$ cat src/rtl/sgrd_pkg.sv
// Shared types and parameter codes for the SGR attribute decoder.
// No dependencies; used by the channel interfaces and the top level.
`timescale 1ns / 1ps
`default_nettype none

package sgrd_pkg;

    localparam int unsigned PARAM_W = 16;
    localparam int unsigned ATTR_W  = 8;
    localparam int unsigned COLOR_W = 24;
    localparam int unsigned KIND_W  = 2;

    typedef enum logic [2:0] {
        PH_IDLE,
        PH_SEL,
        PH_IDX,
        PH_RED,
        PH_GREEN,
        PH_BLUE,
        PH_SKIP
    } t_phase;

    typedef enum logic [KIND_W-1:0] {
        KIND_DEFAULT = 2'd0,
        KIND_INDEXED = 2'd1,
        KIND_RGB     = 2'd2
    } t_kind;

    // Attribute flag positions
    localparam int unsigned ATTR_BOLD      = 0;
    localparam int unsigned ATTR_FAINT     = 1;
    localparam int unsigned ATTR_ITALIC    = 2;
    localparam int unsigned ATTR_UNDERLINE = 3;
    localparam int unsigned ATTR_BLINK     = 4;
    localparam int unsigned ATTR_REVERSE   = 5;
    localparam int unsigned ATTR_HIDDEN    = 6;
    localparam int unsigned ATTR_STRIKE    = 7;

    // Parameter codes
    localparam logic [PARAM_W-1:0] SGR_RESET         = 16'd0;
    localparam logic [PARAM_W-1:0] SGR_BOLD          = 16'd1;
    localparam logic [PARAM_W-1:0] SGR_FAINT         = 16'd2;
    localparam logic [PARAM_W-1:0] SGR_ITALIC        = 16'd3;
    localparam logic [PARAM_W-1:0] SGR_UNDERLINE     = 16'd4;
    localparam logic [PARAM_W-1:0] SGR_BLINK         = 16'd5;
    localparam logic [PARAM_W-1:0] SGR_REVERSE       = 16'd7;
    localparam logic [PARAM_W-1:0] SGR_HIDDEN        = 16'd8;
    localparam logic [PARAM_W-1:0] SGR_STRIKE        = 16'd9;
    localparam logic [PARAM_W-1:0] SGR_NORMAL_WEIGHT = 16'd22;
    localparam logic [PARAM_W-1:0] SGR_NO_ITALIC     = 16'd23;
    localparam logic [PARAM_W-1:0] SGR_NO_UNDERLINE  = 16'd24;
    localparam logic [PARAM_W-1:0] SGR_NO_BLINK      = 16'd25;
    localparam logic [PARAM_W-1:0] SGR_NO_REVERSE    = 16'd27;
    localparam logic [PARAM_W-1:0] SGR_NO_HIDDEN     = 16'd28;
    localparam logic [PARAM_W-1:0] SGR_NO_STRIKE     = 16'd29;
    localparam logic [PARAM_W-1:0] SGR_FG_LO         = 16'd30;
    localparam logic [PARAM_W-1:0] SGR_FG_HI         = 16'd37;
    localparam logic [PARAM_W-1:0] SGR_FG_EXT        = 16'd38;
    localparam logic [PARAM_W-1:0] SGR_FG_DEFAULT    = 16'd39;
    localparam logic [PARAM_W-1:0] SGR_BG_LO         = 16'd40;
    localparam logic [PARAM_W-1:0] SGR_BG_HI         = 16'd47;
    localparam logic [PARAM_W-1:0] SGR_BG_EXT        = 16'd48;
    localparam logic [PARAM_W-1:0] SGR_BG_DEFAULT    = 16'd49;
    localparam logic [PARAM_W-1:0] SGR_FG_BRIGHT_LO  = 16'd90;
    localparam logic [PARAM_W-1:0] SGR_FG_BRIGHT_HI  = 16'd97;
    localparam logic [PARAM_W-1:0] SGR_BG_BRIGHT_LO  = 16'd100;
    localparam logic [PARAM_W-1:0] SGR_BG_BRIGHT_HI  = 16'd107;

    // Extended color selectors after 38/48
    localparam logic [PARAM_W-1:0] SEL_INDEXED = 16'd5;
    localparam logic [PARAM_W-1:0] SEL_RGB     = 16'd2;

    localparam logic [7:0] BRIGHT_BASE = 8'd8;

endpackage

`default_nettype wire

$ cat src/rtl/sgrd_if.sv
// Valid/ready channel interfaces for the SGR attribute decoder.
// Depends on sgrd_pkg for field widths.
`timescale 1ns / 1ps
`default_nettype none

interface sgrd_param_if;
    import sgrd_pkg::*;

    logic               valid;
    logic               ready;
    logic [PARAM_W-1:0] param_value;
    logic               empty_list;
    logic               last_param;

    modport source (output valid, param_value, empty_list, last_param, input ready);
    modport sink   (input valid, param_value, empty_list, last_param, output ready);
endinterface

interface sgrd_attr_if;
    import sgrd_pkg::*;

    logic               valid;
    logic               ready;
    logic [ATTR_W-1:0]  attr_flags;
    logic [KIND_W-1:0]  fore_kind;
    logic [COLOR_W-1:0] fore_value;
    logic [KIND_W-1:0]  back_kind;
    logic [COLOR_W-1:0] back_value;
    logic               seq_done;

    modport source (output valid, attr_flags, fore_kind, fore_value, back_kind, back_value,
                    seq_done, input ready);
    modport sink   (input valid, attr_flags, fore_kind, fore_value, back_kind, back_value,
                    seq_done, output ready);
endinterface

`default_nettype wire

$ cat src/rtl/sgr_attribute_decoder_top.sv
// SGR attribute decoder: input register, rendition state update, result register.
// Depends on sgrd_pkg and the channel interfaces in sgrd_if.sv.
`timescale 1ns / 1ps
`default_nettype none

// Decodes select-graphic-rendition parameters, one per transaction, and reports the
// current attribute flags, foreground and background colors and a sequence-done mark
// after every parameter. Throughput is one parameter per clock while the result side
// accepts; each parameter passes through the input register and then the result register,
// with the rendition state updated as the parameter leaves the input register. Both
// registers hold their contents while the result side stalls, and the input side keeps
// accepting as long as the pipeline can move. 38/48 extended color runs (5;n and 2;r;g;b)
// are committed only when complete.
module sgr_attribute_decoder_top (
    input  wire logic  i_clk,
    input  wire logic  i_rst_n,
    sgrd_param_if.sink i_param,
    sgrd_attr_if.source o_attr
);
    import sgrd_pkg::*;

    // Input register
    logic               r_in_valid;
    logic [PARAM_W-1:0] r_in_param;
    logic               r_in_empty;
    logic               r_in_last;

    // Rendition state
    logic [ATTR_W-1:0]  r_attr,  n_attr;
    t_kind              r_fk,    n_fk;
    logic [COLOR_W-1:0] r_fv,    n_fv;
    t_kind              r_bk,    n_bk;
    logic [COLOR_W-1:0] r_bv,    n_bv;
    t_phase             r_phase, n_phase;
    logic               r_tback, n_tback;
    logic [7:0]         r_red,   n_red;
    logic [7:0]         r_green, n_green;
    logic               n_done;

    // Result register
    logic               r_out_valid;
    logic [ATTR_W-1:0]  r_out_attr;
    t_kind              r_out_fk;
    logic [COLOR_W-1:0] r_out_fv;
    t_kind              r_out_bk;
    logic [COLOR_W-1:0] r_out_bv;
    logic               r_out_done;

    logic       advance;
    logic       in_take;
    logic [7:0] p_low;

    assign advance        = r_in_valid && (!r_out_valid || o_attr.ready);
    assign in_take        = i_param.valid && i_param.ready;
    assign i_param.ready  = !r_in_valid || advance;
    assign p_low          = r_in_param[7:0];

    always_comb begin
        n_attr  = r_attr;
        n_fk    = r_fk;
        n_fv    = r_fv;
        n_bk    = r_bk;
        n_bv    = r_bv;
        n_phase = r_phase;
        n_tback = r_tback;
        n_red   = r_red;
        n_green = r_green;
        n_done  = 1'b1;

        if (r_in_empty) begin
            n_attr  = '0;
            n_fk    = KIND_DEFAULT;
            n_fv    = '0;
            n_bk    = KIND_DEFAULT;
            n_bv    = '0;
            n_phase = PH_IDLE;
        end else begin
            case (r_phase)
                PH_SEL: begin
                    if (r_in_param == SEL_INDEXED) begin
                        n_phase = PH_IDX;
                    end else if (r_in_param == SEL_RGB) begin
                        n_phase = PH_RED;
                    end else begin
                        n_phase = PH_SKIP;
                    end
                end
                PH_IDX: begin
                    if (r_tback) begin
                        n_bk = KIND_INDEXED;
                        n_bv = {16'd0, p_low};
                    end else begin
                        n_fk = KIND_INDEXED;
                        n_fv = {16'd0, p_low};
                    end
                    n_phase = PH_IDLE;
                end
                PH_RED: begin
                    n_red   = p_low;
                    n_phase = PH_GREEN;
                end
                PH_GREEN: begin
                    n_green = p_low;
                    n_phase = PH_BLUE;
                end
                PH_BLUE: begin
                    if (r_tback) begin
                        n_bk = KIND_RGB;
                        n_bv = {r_red, r_green, p_low};
                    end else begin
                        n_fk = KIND_RGB;
                        n_fv = {r_red, r_green, p_low};
                    end
                    n_phase = PH_IDLE;
                end
                PH_SKIP: begin
                    // drop everything until the sequence ends
                end
                default: begin
                    n_phase = PH_IDLE;
                    case (r_in_param) inside
                        SGR_RESET: begin
                            n_attr = '0;
                            n_fk   = KIND_DEFAULT;
                            n_fv   = '0;
                            n_bk   = KIND_DEFAULT;
                            n_bv   = '0;
                        end
                        SGR_BOLD:          n_attr[ATTR_BOLD]      = 1'b1;
                        SGR_FAINT:         n_attr[ATTR_FAINT]     = 1'b1;
                        SGR_ITALIC:        n_attr[ATTR_ITALIC]    = 1'b1;
                        SGR_UNDERLINE:     n_attr[ATTR_UNDERLINE] = 1'b1;
                        SGR_BLINK:         n_attr[ATTR_BLINK]     = 1'b1;
                        SGR_REVERSE:       n_attr[ATTR_REVERSE]   = 1'b1;
                        SGR_HIDDEN:        n_attr[ATTR_HIDDEN]    = 1'b1;
                        SGR_STRIKE:        n_attr[ATTR_STRIKE]    = 1'b1;
                        SGR_NORMAL_WEIGHT: begin
                            n_attr[ATTR_BOLD]  = 1'b0;
                            n_attr[ATTR_FAINT] = 1'b0;
                        end
                        SGR_NO_ITALIC:     n_attr[ATTR_ITALIC]    = 1'b0;
                        SGR_NO_UNDERLINE:  n_attr[ATTR_UNDERLINE] = 1'b0;
                        SGR_NO_BLINK:      n_attr[ATTR_BLINK]     = 1'b0;
                        SGR_NO_REVERSE:    n_attr[ATTR_REVERSE]   = 1'b0;
                        SGR_NO_HIDDEN:     n_attr[ATTR_HIDDEN]    = 1'b0;
                        SGR_NO_STRIKE:     n_attr[ATTR_STRIKE]    = 1'b0;
                        SGR_FG_DEFAULT: begin
                            n_fk = KIND_DEFAULT;
                            n_fv = '0;
                        end
                        SGR_BG_DEFAULT: begin
                            n_bk = KIND_DEFAULT;
                            n_bv = '0;
                        end
                        SGR_FG_EXT: begin
                            n_tback = 1'b0;
                            n_phase = PH_SEL;
                        end
                        SGR_BG_EXT: begin
                            n_tback = 1'b1;
                            n_phase = PH_SEL;
                        end
                        [SGR_FG_LO:SGR_FG_HI]: begin
                            n_fk = KIND_INDEXED;
                            n_fv = {16'd0, p_low - SGR_FG_LO[7:0]};
                        end
                        [SGR_BG_LO:SGR_BG_HI]: begin
                            n_bk = KIND_INDEXED;
                            n_bv = {16'd0, p_low - SGR_BG_LO[7:0]};
                        end
                        [SGR_FG_BRIGHT_LO:SGR_FG_BRIGHT_HI]: begin
                            n_fk = KIND_INDEXED;
                            n_fv = {16'd0, p_low - SGR_FG_BRIGHT_LO[7:0] + BRIGHT_BASE};
                        end
                        [SGR_BG_BRIGHT_LO:SGR_BG_BRIGHT_HI]: begin
                            n_bk = KIND_INDEXED;
                            n_bv = {16'd0, p_low - SGR_BG_BRIGHT_LO[7:0] + BRIGHT_BASE};
                        end
                        default: begin
                            // unknown code: ignore
                        end
                    endcase
                end
            endcase
            n_done = r_in_last;
            // end of sequence: drop any pending run
            if (r_in_last) begin
                n_phase = PH_IDLE;
            end
        end
    end

    always_ff @(posedge i_clk) begin
        if (!i_rst_n) begin
            r_in_valid <= 1'b0;
        end else if (i_param.ready) begin
            r_in_valid <= i_param.valid;
        end
    end

    always_ff @(posedge i_clk) begin
        if (in_take) begin
            r_in_param <= i_param.param_value;
            r_in_empty <= i_param.empty_list;
            r_in_last  <= i_param.last_param;
        end
    end

    always_ff @(posedge i_clk) begin
        if (!i_rst_n) begin
            r_attr  <= '0;
            r_fk    <= KIND_DEFAULT;
            r_fv    <= '0;
            r_bk    <= KIND_DEFAULT;
            r_bv    <= '0;
            r_phase <= PH_IDLE;
            r_tback <= 1'b0;
            r_red   <= '0;
            r_green <= '0;
        end else if (advance) begin
            r_attr  <= n_attr;
            r_fk    <= n_fk;
            r_fv    <= n_fv;
            r_bk    <= n_bk;
            r_bv    <= n_bv;
            r_phase <= n_phase;
            r_tback <= n_tback;
            r_red   <= n_red;
            r_green <= n_green;
        end
    end

    always_ff @(posedge i_clk) begin
        if (!i_rst_n) begin
            r_out_valid <= 1'b0;
        end else if (advance) begin
            r_out_valid <= 1'b1;
        end else if (o_attr.ready) begin
            r_out_valid <= 1'b0;
        end
    end

    always_ff @(posedge i_clk) begin
        if (advance) begin
            r_out_attr <= n_attr;
            r_out_fk   <= n_fk;
            r_out_fv   <= n_fv;
            r_out_bk   <= n_bk;
            r_out_bv   <= n_bv;
            r_out_done <= n_done;
        end
    end

    assign o_attr.valid      = r_out_valid;
    assign o_attr.attr_flags = r_out_attr;
    assign o_attr.fore_kind  = r_out_fk;
    assign o_attr.fore_value = r_out_fv;
    assign o_attr.back_kind  = r_out_bk;
    assign o_attr.back_value = r_out_bv;
    assign o_attr.seq_done   = r_out_done;

endmodule

`default_nettype wire

$ cat src/flat_wrapper.sv
// flat-port wrapper written by rule: the top's interface ports become plain ports
module sgr_attribute_decoder_top_flat import sgrd_pkg::*;
  (i_clk, i_rst_n, i_param_valid, i_param_param_value, i_param_empty_list, i_param_last_param, i_param_ready, o_attr_valid, o_attr_attr_flags, o_attr_fore_kind, o_attr_fore_value, o_attr_back_kind, o_attr_back_value, o_attr_seq_done, o_attr_ready);
  sgrd_param_if i_param_i ();
  sgrd_attr_if o_attr_i ();
  input  wire logic i_clk;
  input  wire logic i_rst_n;
  input wire logic [$bits(i_param_i.valid)-1:0] i_param_valid;
  input wire logic [$bits(i_param_i.param_value)-1:0] i_param_param_value;
  input wire logic [$bits(i_param_i.empty_list)-1:0] i_param_empty_list;
  input wire logic [$bits(i_param_i.last_param)-1:0] i_param_last_param;
  output wire logic [$bits(i_param_i.ready)-1:0] i_param_ready;
  output wire logic [$bits(o_attr_i.valid)-1:0] o_attr_valid;
  output wire logic [$bits(o_attr_i.attr_flags)-1:0] o_attr_attr_flags;
  output wire logic [$bits(o_attr_i.fore_kind)-1:0] o_attr_fore_kind;
  output wire logic [$bits(o_attr_i.fore_value)-1:0] o_attr_fore_value;
  output wire logic [$bits(o_attr_i.back_kind)-1:0] o_attr_back_kind;
  output wire logic [$bits(o_attr_i.back_value)-1:0] o_attr_back_value;
  output wire logic [$bits(o_attr_i.seq_done)-1:0] o_attr_seq_done;
  input wire logic [$bits(o_attr_i.ready)-1:0] o_attr_ready;
  assign i_param_i.valid = i_param_valid;
  assign i_param_i.param_value = i_param_param_value;
  assign i_param_i.empty_list = i_param_empty_list;
  assign i_param_i.last_param = i_param_last_param;
  assign i_param_ready = i_param_i.ready;
  assign o_attr_valid = o_attr_i.valid;
  assign o_attr_attr_flags = o_attr_i.attr_flags;
  assign o_attr_fore_kind = o_attr_i.fore_kind;
  assign o_attr_fore_value = o_attr_i.fore_value;
  assign o_attr_back_kind = o_attr_i.back_kind;
  assign o_attr_back_value = o_attr_i.back_value;
  assign o_attr_seq_done = o_attr_i.seq_done;
  assign o_attr_i.ready = o_attr_ready;
  sgr_attribute_decoder_top u_core (.i_clk(i_clk), .i_rst_n(i_rst_n), .i_param(i_param_i), .o_attr(o_attr_i));
endmodule
$ cat config.mk
export PLATFORM = sky130hd
export DESIGN_NAME = sgr_attribute_decoder_top_flat
export DESIGN_NICKNAME = d
export VERILOG_FILES = /design/src/rtl/sgrd_pkg.sv /design/src/rtl/sgrd_if.sv /design/src/rtl/sgr_attribute_decoder_top.sv /design/src/flat_wrapper.sv
export SDC_FILE = /design/constraint.sdc
export NUM_CORES = 1
export LEC_CHECK = 0
export BUFFER_PORTS_ARGS = -buffer_cell sky130_fd_sc_hd__buf_2
export CORE_ASPECT_RATIO = 2
export CORE_MARGIN = 3
export CORE_UTILIZATION = 40
export CTS_BUF_LIST = sky130_fd_sc_hd__clkbuf_4 sky130_fd_sc_hd__clkbuf_8 sky130_fd_sc_hd__clkbuf_16
export DETAILED_ROUTE_END_ITERATION = 7
export GPL_TIMING_DRIVEN = 0
export PLACE_DENSITY = 0.68
export SLEW_MARGIN = 20
export SYNTH_ARGS = -nofsm -noshare
export SYNTH_HDL_FRONTEND = slang
export SYNTH_SLANG_ARGS = --single-unit
$ cat constraint.sdc
create_clock -name i_clk -period 3 [get_ports i_clk]
set_input_delay 0.45 -clock i_clk [delete_from_list [all_inputs] [get_ports i_clk]]
set_output_delay 0.45 -clock i_clk [all_outputs]
set_load 0.02 [all_outputs]
==> results.cfg <==
[cts]
cts_tree = done
cts_buffers = 17
clock-root-buffer = clkbuf_16
clk_latency_ns = 0.45
clockBufferDepth = 2
clkTransAtPathRegs_ns = 0.07
cts.sinks = 161
htreeDepth = 4

[logic_synthesis]
synth_area_sq_um = 8520
yosysWarnings = 0
syn-mean-instance-area_sq_um = 9.14
yosys_register_bits = 161
ys_seq_area_frac = 0.471
synth_ff_type = dfxtp_1
syn_nets = 966
syn_inst = 932
synth-edff-count = 79
ys_async_sr_fraction = 0
synth_cell_type_count = 81

[setup_path]
cp-start-kind = flop
worst_r2r_path_depth = 10
r2r-end = u_core.r_bv[11]
max_stage_delay_ns = 0.57
cp-end-kind = flop
path_buf_inv = 2
worstSetupStartpoint = u_core.r_in_param[15]
arrival_ns = 3.43
crit_chain = or4_4 -> or4_4 -> nor4b_4 -> o21ba_4 -> o41ai_4 -> buf_6 -> buf_6 -> o21ai_0 -> a21oi_1 -> nor2_1
path_max_fanout = 6
cp.depth = 10
critical-path-top-delay-family = simple AND/OR/NAND/NOR gates
setup.worst_path.end = u_core.r_bv[11]
required_ns = 3.32
cp_slowest_cell = or4_4
path_class = flop to flop
r2r_setup_slack_ns = -0.11
r2r-start = u_core.r_in_param[15]

[power_and_ir_drop]
irDropWorstVdd_mv = 0.359
p_leak_nw = 4.11
powerDensity_nw_per_um2 = 456
power.total_mw = 5.20

[finish]
nets = 1131
layout_common_cells = 88 x buf_2, 85 x nor2_1, 84 x nand2_1
drive_gt1_frac = 0.349
syn_to_final_growth_pct = 33.8
fin_cells = 1377
final_common_cell = buf_2

[timing]
hold_viol = 0
relSlewSlack = 0.414
fmax_mhz = 321
maxSlewViolCount = 0
setup_viol = 44
tightest_slew_ns = 0.880
rsz0062_at_grt = true
finalCritPeriodShare = 1.04
fin_crit_ns = 3.11
finalWorstSetupSlack_ns = -0.115
finalClockSkew_ns = 0.00917

[global_routing]
grt.overflow.total = 0
grt_pass1_wl_microns = 47500
grt_max_degree = 44
track_usage = 0.278
antenna_found_initial = 0
grt_pass1_vias = 8406

[routing]
ant_nets = 0
via_per_inst = 6.12
routed_wl_microns = 31900
drc_errors = 0
vias = 8429
wl_per_cell_microns = 23.1
firstDrtPassIters = 5
drtIter0Drc = 584

[floorplan]
die_w_microns = 109
row_count = 74
initial_utilization = 0.413
core_area_sq_um = 20600
num_io_pins = 85
die_h_microns = 212
die_area_sq_um = 23200

[placement]
dp_slack_ns = -1.37
routabilityCongestion = 0.998
io_buffers = 83
placed_cells = 1282
dp_hpwl_microns = 22500

[job]
drv_cap = 0

[hold_path]
hp-start = i_param_param_value[1]
hold_class = primary input to flop

[run_status]
violations = setup timing
status = finished, violations left
[per-stage QoR]
stage / utilization / hold slack (ns) / instance area [sq um] / setup TNS, ns
floorplan: - / 0.430 / 8520 / -0.474
global placement: 0.449 / 0.446 / 9270 / -123.09
detailed placement: 0.450 / 0.453 / 9290 / -111.07
CTS: 0.529 / 0.155 / 10900 / -5.53
global route: 0.552 / 0.166 / 11400 / -5.25
finish: 0.552 / 0.166 / 11400 / -2.63
[Yosys cell counts (all sizes together), types with 3 or more instances]
library cell   n  share of area
a221oi        32          0.033
a21oi         82          0.050
o211ai         3         0.0026
nand2b         4         0.0029
a211oi         7         0.0062
buf           10         0.0060
a21boi        30          0.026
nand4          8         0.0059
and3          10         0.0073
clkinv         3         0.0013
a32oi          3         0.0031
o2bb2ai        4         0.0041
a21o           5         0.0044
nor3          19          0.012
xor2           3         0.0031
or2           24          0.018
nor4           5         0.0037
nand3         23          0.014
nor2b         25          0.018
nor3b          3         0.0026
or4            5         0.0048
nor4b          3         0.0048
or3            6         0.0044
mux2i         19          0.022
o21a           4         0.0035
clkbuf        61          0.027
and2          10         0.0073
nand2         90          0.040
o21ai         67          0.039
dfxtp         82           0.19
inv           14         0.0062
nand3b         5         0.0044
edfxtp        79           0.28
nor2          96          0.043
a22oi          6         0.0053
a311oi         4         0.0041
a22o          16          0.016
a31oi          8         0.0066
o31ai          9         0.0079
ha            12          0.018
[power by group]
group	internal, mW	switching (mW)	total (mW)
Combinational	0.174	0.353	0.527
Sequential	2.36	0.0224	2.38
Clock	1.34	0.952	2.29
Total	3.88	1.33	5.20
[cells by family after synthesis]
kind of cell	after synthesis	synth area share
compound gates	305	0.243
mux	21	0.0250
buf+inv	88	0.0405
fa+ha+maj	12	0.0176
flops	161	0.471
simple gates	341	0.198
xor+xnor	4	0.00411
[area by class of cell]
| class | count | area (sq um) |
|---|---|---|
| antenna | 1 | 2.50 |
| buffer | 64 | 357 |
| clock buffer | 18 | 439 |
| clock inverter | 14 | 181 |
| fill | 1862 | 9250 |
| inverter | 17 | 72.6 |
| multi-input combinational | 683 | 4910 |
| sequential | 161 | 4010 |
| tap | 266 | 333 |
| timing repair buffer | 153 | 1090 |
[registers in the layout, indices dropped and copies added (netlist names), 2 cells and up]
name and cells:
u_core.o_attr.fore_kind 2, u_core.r_bv 24, u_core.o_attr.back_kind 2, u_core.o_attr.back_value 24, u_core.r_bk 2, u_core.r_in_param 16, u_core.r_attr 8, u_core.r_red 8
u_core.r_fk 2, u_core.o_attr.fore_value 24, u_core.o_attr.attr_flags 8, u_core.r_green 8, u_core.r_fv 24, u_core.r_phase 3
[how the worst min path moves through the flow]
| stage | slack, ns | end | depth (start not counted) |
|---|---|---|---|
| floorplan | 0.43 | u_core.r_bk[0] | 2 |
| global placement | 0.45 | u_core.r_bk[0] | 2 |
| detailed placement | 0.45 | u_core.r_bk[0] | 2 |
| CTS | 0.15 | u_core.r_in_param[2] | 1 |
| global route | 0.17 | u_core.r_in_param[13] | 1 |
| finish | 0.17 | u_core.r_in_param[1] | 1 |
[routing by layer]
metal  global-route usage  vias up  wire length (microns)
li1                     -     3788                      -
met5                    0        -                      0
met3               0.0413      170                   1530
met2                0.506      416                  16700
met4                0.239        0                   3310
met1                0.261     4055                  10300
[timing repair]
item,4_1_cts,5_1_grt
setup buffers,45,20
resized for setup,173,123
pin swaps,82,60
endpoints found under the hold margin,0,0
cloned,6,0
endpoints found under the setup margin,121,108
hold buffers,0,0
Power figures use the tool's default switching activity.
